## src/design/bc1_pkg.sv

```systemverilog
// Shared types, constants and field widths for the BC1 block decoder.
package bc1_pkg;

  localparam int MAX_DIMENSION_DEF = 16384;
  localparam int FIELD_LIMIT       = 16384;

  localparam int BLK_W     = 24;
  localparam int EP_W      = 16;
  localparam int IDX_W     = 32;
  localparam int COORD_W   = 14;
  localparam int CH_W      = 8;
  localparam int IMG_W_W   = 15;
  localparam int CFG_IDX_W  = 8;
  localparam int CFG_DATA_W = 16;

  localparam int PIX_PER_BLK = 16;
  localparam int PIX_CNT_W   = $clog2(PIX_PER_BLK);
  localparam int SEL_W       = 2;
  localparam logic [SEL_W-1:0] SEL_THIRD = 2'b11;

  // quotient bits resolved per divider stage
  localparam int DIV_STEP   = 4;
  localparam int DIV_STAGES = BLK_W / DIV_STEP;

  // x/3 == (x*683) >> 11 for every x below 2048
  localparam int SUM_W     = 10;
  localparam int PROD_W    = 20;
  localparam int RECIP3    = 683;
  localparam int RECIP3_SH = 11;

  localparam logic [CH_W-1:0] ALPHA_OPAQUE = 8'hFF;
  localparam logic [CH_W-1:0] ALPHA_CLEAR  = 8'h00;

  typedef enum logic [CFG_IDX_W-1:0] {
    REG_IMAGE_WIDTH = 8'd0,
    REG_OPAQUE_MODE = 8'd1
  } cfg_reg_t;

  // index 0 red, 1 green, 2 blue
  typedef logic [0:2][CH_W-1:0] rgb_t;

  typedef struct packed {
    logic [EP_W-1:0]  ea;
    logic [EP_W-1:0]  eb;
    logic [IDX_W-1:0] idx;
  } blk_data_t;

  typedef struct packed {
    rgb_t [3:0]       color;
    logic             trans3;
    logic [IDX_W-1:0] idx;
  } pal_blk_t;

  typedef struct packed {
    logic [COORD_W-1:0] x;
    logic [COORD_W-1:0] y;
    logic [CH_W-1:0]    red;
    logic [CH_W-1:0]    green;
    logic [CH_W-1:0]    blue;
    logic [CH_W-1:0]    alpha;
    logic               oor;
    logic               last;
  } pix_t;

endpackage

```

## src/design/bc1_if.sv

```systemverilog
// Valid/ready channel interfaces for blocks, pixels and register writes.
interface bc1_in_if;
  import bc1_pkg::*;
  logic               valid;
  logic               ready;
  logic [BLK_W-1:0]   block_number;
  logic [EP_W-1:0]    endpoint_a;
  logic [EP_W-1:0]    endpoint_b;
  logic [IDX_W-1:0]   index_bits;

  modport source (output valid, block_number, endpoint_a, endpoint_b, index_bits,
                  input ready);
  modport sink   (input valid, block_number, endpoint_a, endpoint_b, index_bits,
                  output ready);
endinterface

interface bc1_out_if;
  import bc1_pkg::*;
  logic               valid;
  logic               ready;
  logic [COORD_W-1:0] pixel_x;
  logic [COORD_W-1:0] pixel_y;
  logic [CH_W-1:0]    red;
  logic [CH_W-1:0]    green;
  logic [CH_W-1:0]    blue;
  logic [CH_W-1:0]    alpha;
  logic               out_of_range;
  logic               last;

  modport source (output valid, pixel_x, pixel_y, red, green, blue, alpha,
                  out_of_range, last, input ready);
  modport sink   (input valid, pixel_x, pixel_y, red, green, blue, alpha,
                  out_of_range, last, output ready);
endinterface

interface bc1_cfg_if;
  import bc1_pkg::*;
  logic                  valid;
  logic                  ready;
  logic [CFG_IDX_W-1:0]  index;
  logic [CFG_DATA_W-1:0] data;

  modport source (output valid, index, data, input ready);
  modport sink   (input valid, index, data, output ready);
endinterface

```

## src/design/bc1_div_pipe.sv

```systemverilog
// Pipelined restoring divider: block number by blocks-per-row, payload carried along.
module bc1_div_pipe #(
  parameter int BPR_W = 13
) (
  input  logic                    clk,
  input  logic                    rst_n,
  input  logic                    in_valid,
  output logic                    in_ready,
  input  logic [bc1_pkg::BLK_W-1:0] in_blk,
  input  bc1_pkg::blk_data_t      in_data,
  input  logic [BPR_W-1:0]        divisor,
  output logic                    out_valid,
  input  logic                    out_ready,
  output logic [bc1_pkg::BLK_W-1:0] out_quo,
  output logic [BPR_W-1:0]        out_rem,
  output bc1_pkg::blk_data_t      out_data
);
  import bc1_pkg::*;

  // stage 0 captures the item, the rest resolve DIV_STEP quotient bits each
  localparam int NST = DIV_STAGES + 1;

  logic [NST-1:0]   valid_r;
  logic [NST:0]     rdy;
  logic [BLK_W-1:0] nq_r   [NST];
  logic [BLK_W-1:0] nq_nxt [NST];
  logic [BPR_W-1:0] rem_r  [NST];
  logic [BPR_W-1:0] rem_nxt[NST];
  blk_data_t        data_r [NST];

  always_comb begin
    rdy[NST] = out_ready;
    for (int s = NST - 1; s >= 0; s--) begin
      rdy[s] = !valid_r[s] || rdy[s+1];
    end
  end

  assign in_ready = rdy[0];

  // nq holds the dividend not yet consumed above the quotient bits shifted in
  always_comb begin : div_steps
    logic [BPR_W:0]   sh;
    logic [BPR_W-1:0] rem_t;
    logic [BLK_W-1:0] nq_t;
    sh         = '0;
    nq_nxt[0]  = in_blk;
    rem_nxt[0] = '0;
    for (int s = 1; s < NST; s++) begin
      rem_t = rem_r[s-1];
      nq_t  = nq_r[s-1];
      for (int j = 0; j < DIV_STEP; j++) begin
        sh   = {rem_t, nq_t[BLK_W-1]};
        nq_t = {nq_t[BLK_W-2:0], 1'b0};
        if (sh >= {1'b0, divisor}) begin
          sh      = sh - {1'b0, divisor};
          nq_t[0] = 1'b1;
        end
        rem_t = sh[BPR_W-1:0];
      end
      nq_nxt[s]  = nq_t;
      rem_nxt[s] = rem_t;
    end
  end

  always_ff @(posedge clk) begin
    if (!rst_n) begin
      valid_r <= '0;
    end else begin
      for (int s = 0; s < NST; s++) begin
        if (rdy[s]) begin
          valid_r[s] <= (s == 0) ? in_valid : valid_r[(s == 0) ? 0 : s - 1];
        end
      end
    end
  end

  always_ff @(posedge clk) begin
    for (int s = 0; s < NST; s++) begin
      if (rdy[s]) begin
        nq_r[s]   <= nq_nxt[s];
        rem_r[s]  <= rem_nxt[s];
        data_r[s] <= (s == 0) ? in_data : data_r[(s == 0) ? 0 : s - 1];
      end
    end
  end

  assign out_valid = valid_r[NST-1];
  assign out_quo   = nq_r[NST-1];
  assign out_rem   = rem_r[NST-1];
  assign out_data  = data_r[NST-1];

endmodule

```

## src/design/bc1_palette.sv

```systemverilog
// Two-stage palette builder: endpoint expansion and sums, then thirds and mode select.
module bc1_palette #(
  parameter int BPR_W = 13
) (
  input  logic                      clk,
  input  logic                      rst_n,
  input  logic                      opaque_mode,
  input  logic                      in_valid,
  output logic                      in_ready,
  input  logic [bc1_pkg::BLK_W-1:0] in_quo,
  input  logic [BPR_W-1:0]          in_rem,
  input  bc1_pkg::blk_data_t        in_data,
  output logic                      out_valid,
  input  logic                      out_ready,
  output logic [bc1_pkg::BLK_W-1:0] out_quo,
  output logic [BPR_W-1:0]          out_rem,
  output bc1_pkg::pal_blk_t         out_pal
);
  import bc1_pkg::*;

  function automatic rgb_t expand565(input logic [EP_W-1:0] c);
    rgb_t e;
    e[0] = {c[15:11], c[15:13]};
    e[1] = {c[10:5],  c[10:9]};
    e[2] = {c[4:0],   c[4:2]};
    return e;
  endfunction

  logic rdy_a, rdy_b;

  // stage A
  logic             a_valid_r;
  logic [BLK_W-1:0] a_quo_r;
  logic [BPR_W-1:0] a_rem_r;
  logic [IDX_W-1:0] a_idx_r;
  logic             a_four_r;
  rgb_t             a_ca_r, a_cb_r, a_mid_r;
  logic [SUM_W-1:0] a_s2_r [3];
  logic [SUM_W-1:0] a_s3_r [3];

  rgb_t             ca, cb, mid;
  logic [SUM_W-1:0] s2 [3];
  logic [SUM_W-1:0] s3 [3];
  logic [CH_W:0]    half_sum [3];
  logic             four;

  // stage B
  logic              b_valid_r;
  logic [BLK_W-1:0]  b_quo_r;
  logic [BPR_W-1:0]  b_rem_r;
  pal_blk_t          b_pal_r;
  logic [PROD_W-1:0] p2 [3];
  logic [PROD_W-1:0] p3 [3];
  pal_blk_t          pal_nxt;

  assign rdy_b    = !b_valid_r || out_ready;
  assign rdy_a    = !a_valid_r || rdy_b;
  assign in_ready = rdy_a;

  always_comb begin
    ca   = expand565(in_data.ea);
    cb   = expand565(in_data.eb);
    four = (in_data.ea > in_data.eb) || opaque_mode;
    for (int c = 0; c < 3; c++) begin
      s2[c]       = SUM_W'({ca[c], 1'b0}) + SUM_W'(cb[c]);
      s3[c]       = SUM_W'(ca[c]) + SUM_W'({cb[c], 1'b0});
      half_sum[c] = (CH_W+1)'(ca[c]) + (CH_W+1)'(cb[c]);
      mid[c]      = half_sum[c][CH_W:1];
    end
  end

  always_comb begin
    pal_nxt.color[0] = a_ca_r;
    pal_nxt.color[1] = a_cb_r;
    pal_nxt.trans3   = !a_four_r;
    pal_nxt.idx      = a_idx_r;
    for (int c = 0; c < 3; c++) begin
      p2[c] = PROD_W'(a_s2_r[c]) * PROD_W'(RECIP3);
      p3[c] = PROD_W'(a_s3_r[c]) * PROD_W'(RECIP3);
      pal_nxt.color[2][c] = a_four_r ? CH_W'(p2[c] >> RECIP3_SH) : a_mid_r[c];
      pal_nxt.color[3][c] = a_four_r ? CH_W'(p3[c] >> RECIP3_SH) : '0;
    end
  end

  always_ff @(posedge clk) begin
    if (!rst_n) begin
      a_valid_r <= 1'b0;
      b_valid_r <= 1'b0;
    end else begin
      if (rdy_a) begin
        a_valid_r <= in_valid;
      end
      if (rdy_b) begin
        b_valid_r <= a_valid_r;
      end
    end
  end

  always_ff @(posedge clk) begin
    if (rdy_a) begin
      a_quo_r  <= in_quo;
      a_rem_r  <= in_rem;
      a_idx_r  <= in_data.idx;
      a_four_r <= four;
      a_ca_r   <= ca;
      a_cb_r   <= cb;
      a_mid_r  <= mid;
      for (int c = 0; c < 3; c++) begin
        a_s2_r[c] <= s2[c];
        a_s3_r[c] <= s3[c];
      end
    end
    if (rdy_b) begin
      b_quo_r <= a_quo_r;
      b_rem_r <= a_rem_r;
      b_pal_r <= pal_nxt;
    end
  end

  assign out_valid = b_valid_r;
  assign out_quo   = b_quo_r;
  assign out_rem   = b_rem_r;
  assign out_pal   = b_pal_r;

endmodule

```

## src/design/bc1_emit.sv

```systemverilog
// Pixel emitter: holds one decoded block and sends its sixteen pixels through an output register.
module bc1_emit #(
  parameter int BPR_W = 13,
  parameter int LIMIT = 16384
) (
  input  logic                      clk,
  input  logic                      rst_n,
  input  logic                      in_valid,
  output logic                      in_ready,
  input  logic [bc1_pkg::BLK_W-1:0] in_quo,
  input  logic [BPR_W-1:0]          in_rem,
  input  bc1_pkg::pal_blk_t         in_pal,
  output logic                      out_valid,
  input  logic                      out_ready,
  output bc1_pkg::pix_t             out_pix
);
  import bc1_pkg::*;

  localparam logic [PIX_CNT_W-1:0] LAST_PIX = PIX_CNT_W'(PIX_PER_BLK - 1);

  logic                 cur_valid_r;
  logic [BLK_W-1:0]     cur_quo_r;
  logic [BPR_W-1:0]     cur_rem_r;
  pal_blk_t             cur_pal_r;
  logic [PIX_CNT_W-1:0] k_r;
  logic                 out_valid_r;
  pix_t                 out_pix_r;

  logic                 emit, done, take;
  logic [SEL_W-1:0]     sel;
  logic [BLK_W+1:0]     y_full;
  logic [BPR_W+1:0]     x_full;
  pix_t                 pix_nxt;

  assign emit     = cur_valid_r && (!out_valid_r || out_ready);
  assign done     = emit && (k_r == LAST_PIX);
  assign in_ready = !cur_valid_r || done;
  assign take     = in_valid && in_ready;

  // block origin is a multiple of four, so the pixel offset fills the low bits
  always_comb begin
    sel    = cur_pal_r.idx[{k_r, 1'b0} +: SEL_W];
    y_full = {cur_quo_r, k_r[3:2]};
    x_full = {cur_rem_r, k_r[1:0]};
    pix_nxt.oor   = (y_full >= (BLK_W+2)'(LIMIT));
    pix_nxt.y     = pix_nxt.oor ? COORD_W'(LIMIT - 1) : COORD_W'(y_full);
    pix_nxt.x     = COORD_W'(x_full);
    pix_nxt.red   = cur_pal_r.color[sel][0];
    pix_nxt.green = cur_pal_r.color[sel][1];
    pix_nxt.blue  = cur_pal_r.color[sel][2];
    pix_nxt.alpha = (sel == SEL_THIRD && cur_pal_r.trans3) ? ALPHA_CLEAR : ALPHA_OPAQUE;
    pix_nxt.last  = (k_r == LAST_PIX);
  end

  always_ff @(posedge clk) begin
    if (!rst_n) begin
      cur_valid_r <= 1'b0;
      k_r         <= '0;
      out_valid_r <= 1'b0;
    end else begin
      if (take) begin
        cur_valid_r <= 1'b1;
      end else if (done) begin
        cur_valid_r <= 1'b0;
      end
      if (take) begin
        k_r <= '0;
      end else if (emit) begin
        k_r <= k_r + 1'b1;
      end
      if (!out_valid_r || out_ready) begin
        out_valid_r <= cur_valid_r;
      end
    end
  end

  always_ff @(posedge clk) begin
    if (take) begin
      cur_quo_r <= in_quo;
      cur_rem_r <= in_rem;
      cur_pal_r <= in_pal;
    end
    if (emit) begin
      out_pix_r <= pix_nxt;
    end
  end

  assign out_valid = out_valid_r;
  assign out_pix   = out_pix_r;

endmodule

```

## src/design/bc1_block_decoder_core.sv

```systemverilog
// BC1 block decoder: takes one 64-bit color block per item and returns its sixteen
// RGBA pixels in raster order inside the block, each with image coordinates and a
// last flag on the sixteenth. A block is accepted in any cycle the pipeline has room;
// sustained throughput is set by the result channel, which carries one pixel per
// cycle while the sink is ready, and a new block is taken while the previous one's
// pixels drain. On its way to the first pixel a block passes a capture stage, six
// divider stages that split the block number into block row and column (four
// quotient bits each), two palette stages and the emitter's block and pixel
// registers. Register writes are not held back for blocks in flight: the divider
// reads blocks-per-row at each of its stages.
module bc1_block_decoder_core #(
  parameter int MAX_DIMENSION = bc1_pkg::MAX_DIMENSION_DEF
) (
  input logic       clk,
  input logic       rst_n,
  bc1_in_if.sink    in_ch,
  bc1_out_if.source out_ch,
  bc1_cfg_if.sink   cfg_ch
);
  import bc1_pkg::*;

  localparam int LIMIT = (MAX_DIMENSION < FIELD_LIMIT) ? MAX_DIMENSION : FIELD_LIMIT;
  localparam int BPR_W = $clog2(LIMIT / 4 + 1);

  logic [IMG_W_W-1:0] image_width_r;
  logic               opaque_mode_r;
  logic [IMG_W_W-1:0] w_base, w_clamp;
  logic [BPR_W-1:0]   divisor_r;

  blk_data_t          in_data;
  logic               div_valid, div_ready;
  logic [BLK_W-1:0]   div_quo;
  logic [BPR_W-1:0]   div_rem;
  blk_data_t          div_data;
  logic               pal_valid, pal_ready;
  logic [BLK_W-1:0]   pal_quo;
  logic [BPR_W-1:0]   pal_rem;
  pal_blk_t           pal_blk;
  pix_t               pix;

  // register writes
  assign cfg_ch.ready = 1'b1;

  always_ff @(posedge clk) begin
    if (!rst_n) begin
      image_width_r <= IMG_W_W'(256);
      opaque_mode_r <= 1'b0;
    end else if (cfg_ch.valid) begin
      unique case (cfg_ch.index)
        REG_IMAGE_WIDTH: image_width_r <= cfg_ch.data[IMG_W_W-1:0];
        REG_OPAQUE_MODE: opaque_mode_r <= cfg_ch.data[0];
        default: ;
      endcase
    end
  end

  // blocks per row from the width rounded down to four and clamped
  always_comb begin
    w_base = {image_width_r[IMG_W_W-1:2], 2'b00};
    if (w_base < IMG_W_W'(4)) begin
      w_clamp = IMG_W_W'(4);
    end else if (w_base > IMG_W_W'(LIMIT)) begin
      w_clamp = IMG_W_W'(LIMIT);
    end else begin
      w_clamp = w_base;
    end
  end

  always_ff @(posedge clk) begin
    divisor_r <= BPR_W'(w_clamp >> 2);
  end

  assign in_data.ea  = in_ch.endpoint_a;
  assign in_data.eb  = in_ch.endpoint_b;
  assign in_data.idx = in_ch.index_bits;

  bc1_div_pipe #(.BPR_W(BPR_W)) u_div (
    .clk       (clk),
    .rst_n     (rst_n),
    .in_valid  (in_ch.valid),
    .in_ready  (in_ch.ready),
    .in_blk    (in_ch.block_number),
    .in_data   (in_data),
    .divisor   (divisor_r),
    .out_valid (div_valid),
    .out_ready (div_ready),
    .out_quo   (div_quo),
    .out_rem   (div_rem),
    .out_data  (div_data)
  );

  bc1_palette #(.BPR_W(BPR_W)) u_pal (
    .clk         (clk),
    .rst_n       (rst_n),
    .opaque_mode (opaque_mode_r),
    .in_valid    (div_valid),
    .in_ready    (div_ready),
    .in_quo      (div_quo),
    .in_rem      (div_rem),
    .in_data     (div_data),
    .out_valid   (pal_valid),
    .out_ready   (pal_ready),
    .out_quo     (pal_quo),
    .out_rem     (pal_rem),
    .out_pal     (pal_blk)
  );

  bc1_emit #(.BPR_W(BPR_W), .LIMIT(LIMIT)) u_emit (
    .clk       (clk),
    .rst_n     (rst_n),
    .in_valid  (pal_valid),
    .in_ready  (pal_ready),
    .in_quo    (pal_quo),
    .in_rem    (pal_rem),
    .in_pal    (pal_blk),
    .out_valid (out_ch.valid),
    .out_ready (out_ch.ready),
    .out_pix   (pix)
  );

  assign out_ch.pixel_x      = pix.x;
  assign out_ch.pixel_y      = pix.y;
  assign out_ch.red          = pix.red;
  assign out_ch.green        = pix.green;
  assign out_ch.blue         = pix.blue;
  assign out_ch.alpha        = pix.alpha;
  assign out_ch.out_of_range = pix.oor;
  assign out_ch.last         = pix.last;

  // divider must never see a zero or oversized blocks-per-row
  a_divisor_range: assert property (@(posedge clk) disable iff (!rst_n)
    divisor_r != '0 && divisor_r <= BPR_W'(LIMIT / 4))
    else $error("blocks-per-row out of range");

  // emitter takes a block and then stays busy for its sixteen pixels
  a_emit_busy: assert property (@(posedge clk) disable iff (!rst_n)
    pal_valid && pal_ready |=> !pal_ready)
    else $error("emitter took a second block at once");

  // the last pixel of a block sits in the block's rightmost column
  a_last_col: assert property (@(posedge clk) disable iff (!rst_n)
    out_ch.valid && out_ch.last |-> out_ch.pixel_x[1:0] == 2'b11)
    else $error("last pixel not in rightmost block column");

endmodule
```

## src/flat_wrapper.sv

```systemverilog
// flat-port wrapper written by rule: the top's interface ports become plain ports
module bc1_block_decoder_core_flat import bc1_pkg::*;
#(
  parameter int MAX_DIMENSION = bc1_pkg::MAX_DIMENSION_DEF
)
  (clk, rst_n, in_ch_valid, in_ch_block_number, in_ch_endpoint_a, in_ch_endpoint_b, in_ch_index_bits, in_ch_ready, out_ch_valid, out_ch_pixel_x, out_ch_pixel_y, out_ch_red, out_ch_green, out_ch_blue, out_ch_alpha, out_ch_out_of_range, out_ch_last, out_ch_ready, cfg_ch_valid, cfg_ch_index, cfg_ch_data, cfg_ch_ready);
  bc1_in_if in_ch_i ();
  bc1_out_if out_ch_i ();
  bc1_cfg_if cfg_ch_i ();
  input logic clk;
  input logic rst_n;
  input wire logic [$bits(in_ch_i.valid)-1:0] in_ch_valid;
  input wire logic [$bits(in_ch_i.block_number)-1:0] in_ch_block_number;
  input wire logic [$bits(in_ch_i.endpoint_a)-1:0] in_ch_endpoint_a;
  input wire logic [$bits(in_ch_i.endpoint_b)-1:0] in_ch_endpoint_b;
  input wire logic [$bits(in_ch_i.index_bits)-1:0] in_ch_index_bits;
  output wire logic [$bits(in_ch_i.ready)-1:0] in_ch_ready;
  output wire logic [$bits(out_ch_i.valid)-1:0] out_ch_valid;
  output wire logic [$bits(out_ch_i.pixel_x)-1:0] out_ch_pixel_x;
  output wire logic [$bits(out_ch_i.pixel_y)-1:0] out_ch_pixel_y;
  output wire logic [$bits(out_ch_i.red)-1:0] out_ch_red;
  output wire logic [$bits(out_ch_i.green)-1:0] out_ch_green;
  output wire logic [$bits(out_ch_i.blue)-1:0] out_ch_blue;
  output wire logic [$bits(out_ch_i.alpha)-1:0] out_ch_alpha;
  output wire logic [$bits(out_ch_i.out_of_range)-1:0] out_ch_out_of_range;
  output wire logic [$bits(out_ch_i.last)-1:0] out_ch_last;
  input wire logic [$bits(out_ch_i.ready)-1:0] out_ch_ready;
  input wire logic [$bits(cfg_ch_i.valid)-1:0] cfg_ch_valid;
  input wire logic [$bits(cfg_ch_i.index)-1:0] cfg_ch_index;
  input wire logic [$bits(cfg_ch_i.data)-1:0] cfg_ch_data;
  output wire logic [$bits(cfg_ch_i.ready)-1:0] cfg_ch_ready;
  assign in_ch_i.valid = in_ch_valid;
  assign in_ch_i.block_number = in_ch_block_number;
  assign in_ch_i.endpoint_a = in_ch_endpoint_a;
  assign in_ch_i.endpoint_b = in_ch_endpoint_b;
  assign in_ch_i.index_bits = in_ch_index_bits;
  assign in_ch_ready = in_ch_i.ready;
  assign out_ch_valid = out_ch_i.valid;
  assign out_ch_pixel_x = out_ch_i.pixel_x;
  assign out_ch_pixel_y = out_ch_i.pixel_y;
  assign out_ch_red = out_ch_i.red;
  assign out_ch_green = out_ch_i.green;
  assign out_ch_blue = out_ch_i.blue;
  assign out_ch_alpha = out_ch_i.alpha;
  assign out_ch_out_of_range = out_ch_i.out_of_range;
  assign out_ch_last = out_ch_i.last;
  assign out_ch_i.ready = out_ch_ready;
  assign cfg_ch_i.valid = cfg_ch_valid;
  assign cfg_ch_i.index = cfg_ch_index;
  assign cfg_ch_i.data = cfg_ch_data;
  assign cfg_ch_ready = cfg_ch_i.ready;
  bc1_block_decoder_core #(.MAX_DIMENSION(MAX_DIMENSION)) u_core (.clk(clk), .rst_n(rst_n), .in_ch(in_ch_i), .out_ch(out_ch_i), .cfg_ch(cfg_ch_i));
endmodule
```

## config.mk

```make
export PLATFORM = sky130hd
export DESIGN_NAME = bc1_block_decoder_core_flat
export DESIGN_NICKNAME = d
export VERILOG_FILES = /design/src/design/bc1_pkg.sv /design/src/design/bc1_if.sv /design/src/design/bc1_div_pipe.sv /design/src/design/bc1_palette.sv /design/src/design/bc1_emit.sv /design/src/design/bc1_block_decoder_core.sv /design/src/flat_wrapper.sv
export SDC_FILE = /design/constraint.sdc
export NUM_CORES = 2
export LEC_CHECK = 0
export ABC_AREA = 1
export BUFFER_PORTS_ARGS = -buffer_cell sky130_fd_sc_hd__buf_4
export CORE_MARGIN = 1.5
export CORE_UTILIZATION = 54
export CTS_CLUSTER_DIAMETER = 30
export DETAILED_ROUTE_END_ITERATION = 8
export PLACE_DENSITY = 0.7
export SLEW_MARGIN = 20
export SYNTH_ARGS = -nofsm -noshare
export SYNTH_HDL_FRONTEND = slang
export SYNTH_SLANG_ARGS = --single-unit
```

## constraint.sdc

```tcl
create_clock -name clk -period 53.9 [get_ports clk]
set_input_delay 10.78 -clock clk [delete_from_list [all_inputs] [get_ports clk]]
set_output_delay 10.78 -clock clk [all_outputs]
set_load 0.1 [all_outputs]
```

### Word level (Yosys, flattened, before mapping)

Memory sizes are Yosys's and may differ from the RTL's. A register that Yosys moved wholly into a read port is not among the register bits.
Index checks and enable logic that the tools add are counted.
Widths: inputs -> output; s select.

| storage, ports and cells | value |
|---|---|
| register bits | 541 |
| memory bits (writable) | 767 |
| input bits | 117 |
| output and inout bits | 65 |
| logic and storage cells | 253 |
| memories kept | 5 |

Memory list:

| memory | words | width | rd ports | clocked after Yosys merged registers in | wr ports | RTL line | text |
|---|---|---|---|---|---|---|---|
| u_core.u_div.data_r | 7 | 64 | 7 | 0 | 7 | bc1_div_pipe.sv:29 | `blk_data_t data_r [NST];` |
| u_core.u_div.nq_r | 7 | 24 | 7 | 1 | 7 | bc1_div_pipe.sv:25 | `logic [BLK_W-1:0] nq_r [NST];` |
| u_core.u_div.rem_r | 7 | 13 | 7 | 1 | 7 | bc1_div_pipe.sv:27 | `logic [BPR_W-1:0] rem_r [NST];` |
| u_core.u_pal.a_s2_r | 3 | 10 | 3 | 0 | 3 | bc1_palette.sv:38 | `logic [SUM_W-1:0] a_s2_r [3];` |
| u_core.u_pal.a_s3_r | 3 | 10 | 3 | 0 | 3 | bc1_palette.sv:39 | `logic [SUM_W-1:0] a_s3_r [3];` |

| cells by class | value |
|---|---|
| add/subtract/negate cells | 34 |
| multipliers | 6 |
| order comparisons | 29 |
| equal/unequal tests | 3 |
| shifts and indexed selects | 1 |
| mux-type cells | 73 |
| bitwise gates (word level) | 1 |
| reductions and logical operators | 34 |

Operators by type and width:

| cell | number |
|---|---|
| $ge 14x13->1 | 24 |
| $mux 13 | 24 |
| $sub 13x13->13 | 24 |
| $mul 10x10->19 const B | 6 |
| $bmux 24 s2 | 1 |
| $mux 1 | 42 |
| $mux 8 | 4 |
| $shiftx 32x6->2 | 1 |
| $add 8x9->10 | 3 |
| $add 9x8->10 | 3 |
| $add 8x8->9 | 3 |
| $ge 26x15->1 const B | 1 |
| $mux 24 | 1 |
| $gt 16x16->1 | 1 |
| $gt 15x15->1 const B | 1 |
| $lt 15x3->1 const B | 1 |
| $mux 15 | 1 |
| $logic_not 1->1 | 12 |
| $logic_or 1x1->1 | 12 |
| $eq 8x1->1 const B | 1 |
| $logic_not 8->1 | 1 |
| $add 4x1->4 const B | 1 |
| $eq 4x4->1 const B | 1 |
| $logic_and 1x1->1 | 4 |
| 6 further kinds | 8 |

### Longest topological paths before layout

| logic depth | value |
|---|---|
| depth after elaboration | 16 |
| mapped depth | 57 |

### Cells and area by module

A second synthesis with hierarchy kept.

| unflattened totals | value |
|---|---|
| cell total of the unflattened synthesis | 7259 |
| area, all modules | 74637.8 µm² |

By module, submodules not included:

| module | times used | cells an instance | area an instance (µm²) | seq. area each (µm²) |
|---|---|---|---|---|
| bc1_div_pipe | 1 | 4112 | 40486.3 | 20980.1 |
| bc1_palette | 1 | 2340 | 24432.2 | 9949.5 |
| bc1_emit | 1 | 666 | 8709.6 | 6726.5 |
| bc1_block_decoder_core | 1 | 141 | 1009.7 | 540.5 |

### Worst setup path before layout

Ideal clock, no wire load.

| timing path | value |
|---|---|
| path type | in2out |
| start point | input out_ch_ready |
| end point | output in_ch_ready |
| data arrival time | 24264 ps |
| path slack | 18856 ps |
| stages on the path | 12 |
| buffers on the path | 0 |
| cells stage by stage | nor2_1 > inv_1 > a21oi_2 > nand2_1 > nor2_2 > nand2_1 > nor2_1 > nand2_1 > nor2_2 > nand2_1 > nor2_1 > nand2_1 |

| between the ends | value |
|---|---|
| cells in the longest elaborated chain, start to end | 13 |

RTL lines:

| element | RTL line | text |
|---|---|---|
| start, declared | flat_wrapper.sv:27 | `input wire logic [$bits(out_ch_i.ready)-1:0] out_ch_ready;` |
| $logic_or 1x1->1 | bc1_emit.sv:35 | `assign emit = cur_valid_r && (!out_valid_r \|\| out_ready);` |
| $logic_and 1x1->1 | bc1_emit.sv:35 |  |
| $logic_and 1x1->1 | bc1_emit.sv:36 | `assign done = emit && (k_r == LAST_PIX);` |
| $logic_or 1x1->1 | bc1_emit.sv:37 | `assign in_ready = !cur_valid_r \|\| done;` |
| $logic_or 1x1->1 | bc1_palette.sv:56 | `assign rdy_b = !b_valid_r \|\| out_ready;` |
| named net u_core.u_pal.rdy_b | bc1_palette.sv:29 | `logic rdy_a, rdy_b;` |
| $logic_or 1x1->1 | bc1_palette.sv:57 | `assign rdy_a = !a_valid_r \|\| rdy_b;` |
| $logic_or 1x1->1 | bc1_div_pipe.sv:34 | `rdy[s] = !valid_r[s] \|\| rdy[s+1];` |
| named net u_core.u_div.rdy[6] | bc1_div_pipe.sv:24 | `logic [NST:0] rdy;` |
| $logic_or 1x1->1 (2 in series) | bc1_div_pipe.sv:34 |  |
| named net u_core.u_div.rdy[4] | bc1_div_pipe.sv:24 |  |
| $logic_or 1x1->1 (2 in series) | bc1_div_pipe.sv:34 |  |
| named net u_core.u_div.rdy[2] | bc1_div_pipe.sv:24 |  |
| $logic_or 1x1->1 (2 in series) | bc1_div_pipe.sv:34 |  |
| end, declared | flat_wrapper.sv:17 | `output wire logic [$bits(in_ch_i.ready)-1:0] in_ch_ready;` |

The timed path passes the listed nets, and every way through them passes these cells.

### Final worst setup path

Ends and elaborated chain as after synthesis.

==> flow_metrics.env <==
export IMPL_status="finished, final reports clean"
export IMPL_rsz0062_at_grt="false"
export IMPL_maxSlewHeadroom_pct=28.30
export IMPL_ant_nets=0
export IMPL_hold_path_depth=0
export IMPL_vias_per_cell=5.288
export IMPL_hold_path_class="register to register"
export IMPL_critPathArrivalTime_ns=15.27
export IMPL_finalSetupViolCount=0
export IMPL_critPathRequiredTime_ns=43.12
export IMPL_fmax_ghz=0.03839
export IMPL_clk_pin_slew_worst_paths_ns=0.05
export IMPL_synth_ff_type="edfxtp_1"
export IMPL_async_reset_ff_share_pct=0
export IMPL_routedWlPerCell_um=17.41
export IMPL_num_vias=48260
export IMPL_ys_types=65
export IMPL_finalHoldViolations=0
export IMPL_synth_area_per_cell_um2=10.59
export IMPL_yosys_register_bits=1267
export IMPL_die_area_um2=135200
export IMPL_synth_cells=6781
export IMPL_synth_edf_count=1225
export IMPL_antenna_found_initial=2
export IMPL_fillers=10160
export IMPL_drt_first_iter_violations=2949
export IMPL_area_growth_pct=16.43
export IMPL_cts_sinks=1267
export IMPL_fin_skew_ns=0.07772
export IMPL_first_global_vias=48000
export IMPL_cts_resized=0
export IMPL_clk_latency_ns=0.86
export IMPL_end_kind="output port"
export IMPL_cts_tree="built"
export IMPL_startpoint_type="primary input"
export IMPL_start_util_pct=54.55
export IMPL_hp_start="u_core.u_pal.a_cb_r[13]"
export IMPL_layout_drive_gt1_share_pct=10.99
export IMPL_fp_coreArea_um2=131600
export IMPL_crit_fanout=35
export IMPL_ios=182
export IMPL_gp_congestion=0.9298
export IMPL_overflow=0
export IMPL_drv_cap=0
export IMPL_tns_ns=0
export IMPL_tightest_slew_ns=1.075
export IMPL_htree_num_levels=4
export IMPL_cts_buffers=234
export IMPL_routed_wl_mm=158.9
export IMPL_drv_slew=0
export IMPL_grt_pass1_wl_mm=252.7
export IMPL_holdPathEnd="u_core.u_pal.out_pal[70]"
export IMPL_yosysWarnings=0
export IMPL_grt_start_max_net_pins=111
export IMPL_cts_setup_buffers=0
export IMPL_firstDrtPassIters=5
export IMPL_yosysSeqAreaShare_pct=52.41
export IMPL_r2r_cells=47
export IMPL_syn_nets=7770
export IMPL_syn_cell_area_um2=71800
export IMPL_rows=133
export IMPL_criticalPathCategory="primary input to output port"
export IMPL_dp_hpwl_mm=112.7
export IMPL_period_share_pct=48.33
export IMPL_rr_startpoint="u_core.divisor_r[8]"
export IMPL_cts_root_buf="clkbuf_16"
export IMPL_cts_hold_buf=0
export IMPL_route_detailed_drc=0
export IMPL_clockBufferDepth=3
export IMPL_finalNetCount=8149
export IMPL_grtUsageTotal_pct=23.72
export IMPL_die_x_um=367.6
export IMPL_r2r_end="u_core.u_div.rem_r[4][1]"
export IMPL_reg2reg_slack_ns=44.00
export IMPL_die_y_um=367.6
export IMPL_finalCriticalPeriod_ns=26.05
export IMPL_port_buffers=178
[cell usage after synthesis (26+ instances only)]
cell type / instances / share of area (%)
nand2_1: 1485 / 7.8
edfxtp_1: 1225 / 51
inv_1: 939 / 4.9
ha_1: 714 / 12
a21oi_1: 407 / 2.8
nor2_1: 385 / 2.0
nand3_1: 262 / 1.8
o21ai_0: 241 / 1.7
xor2_1: 175 / 2.1
fa_1: 158 / 4.4
xnor2_1: 116 / 1.4
nand4_1: 83 / 0.72
o21ai_1: 45 / 0.31
dfxtp_1: 42 / 1.2
or2_2: 41 / 0.36
o21bai_1: 36 / 0.38
buf_4: 30 / 0.31
a21o_1: 29 / 0.30
clkbuf_1: 28 / 0.15
a31oi_1: 26 / 0.23
[stage by stage]
stage / utilization (%) / cell area (um2) / setup WS, ns / cells / hold slack [ns]
after CTS: 63.50 / 83590 / 27.74 / 9126 / 0.3630
after global placement: 57.17 / 75250 / 27.98 / 8679 / 0.4006
after detailed placement: 57.17 / 75250 / 27.90 / 8679 / 0.4045
final: 63.51 / 83590 / 27.85 / 9127 / 0.3635
after global routing: 63.50 / 83590 / 27.53 / 9126 / 0.3630
after floorplan: - / 71800 / 18.86 / 6781 / 0.4003
[how the worst max path moves through the flow]
| stage | endpoint | from | cells past startpoint |
|---|---|---|---|
| 5_1_grt | in_ch_ready | out_ch_ready | 14 |
| 3_5_place_dp | in_ch_ready | out_ch_ready | 14 |
| 2_1_floorplan | in_ch_ready | out_ch_ready | 12 |
| 6_report | in_ch_ready | out_ch_ready | 14 |
| 3_3_place_gp | in_ch_ready | out_ch_ready | 14 |
| 4_1_cts | in_ch_ready | out_ch_ready | 14 |
[metal layers]
metal / vias up / routed length [um] / global-route usage (%)
met5: - / 13 / 0
met4: 2 / 4775 / 8.582
met3: 289 / 7131 / 3.564
met2: 1120 / 77120 / 39.99
met1: 22790 / 69900 / 31.10
li1: 24070 / - / -
[flip-flops by register name, indices dropped and copies added, names as in the netlist, 13 cells and up]
| signal | flops |
|---|---|
| u_core.u_div.nq_r | 168 |
| u_core.u_pal.out_quo | 24 |
| u_core.u_pal.a_s3_r | 27 |
| u_core.u_pal.out_pal | 113 |
| u_core.u_emit.cur_pal_r | 113 |
| u_core.u_pal.a_s2_r | 27 |
| u_core.u_div.data_r | 448 |
| u_core.u_emit.out_pix | 55 |
| u_core.u_div.rem_r | 77 |
| u_core.u_pal.a_cb_r | 16 |
| u_core.u_pal.a_mid_r | 24 |
| u_core.divisor_r | 13 |
| u_core.u_pal.a_idx_r | 32 |
| u_core.u_pal.a_quo_r | 24 |
| u_core.u_emit.cur_quo_r | 24 |
| u_core.u_pal.a_ca_r | 16 |
| u_core.image_width_r | 13 |
[layout by cell type (no fill, tap or decap), types with 45 or more instances in the layout]
cell,count
fa_1,158
inv_1,935
nand2_1,1480
clkbuf_16,235
o21ai_0,241
nor2_1,383
nand4_1,83
a21oi_1,407
xor2_1,175
nand3_1,262
ha_1,714
xnor2_1,116
buf_4,222
edfxtp_1,1225
o21ai_1,45
[cells by family (layout without fill, tap and decap cells)]
group,Yosys count,count (layout),synth area share (%)
simple gates,2406,2406,14.32
compound gates,911,911,7.218
other cells,1,2,0.005223
xor+xnor,291,291,3.550
buf+inv,1033,1623,5.655
flops,1267,1267,52.41
fa+ha+maj,872,872,16.85
[cell type report]
class	count	area (um2)	area share, %
flip-flops and latches	1267	37630	45.01
well taps	1755	2196	2.627
repair buffers	223	1678	2.007
inverters	953	3592	4.297
multi-input cells	4481	30160	36.08
diodes	1	2.502	0.002994
clock inverters	190	2341	2.800
clock buffers	257	5993	7.169
[worst max-delay path: stages]
cell and delay [ns]:
buf_4 0.11, nor2_1 0.25, inv_1 0.13, a21oi_2 0.34, nand2_4 0.35, nor2_2 0.38, nand2_4 0.35, nor2_1 0.45
nand2_4 0.41, nor2_2 0.37, nand2_4 0.07, nor2_1 0.34, nand2_4 0.48, buf_4 0.42
Power is left out: the tool's default activity adds up to more than one toggle a clock period on the data nets, which glitch-free logic cannot reach.
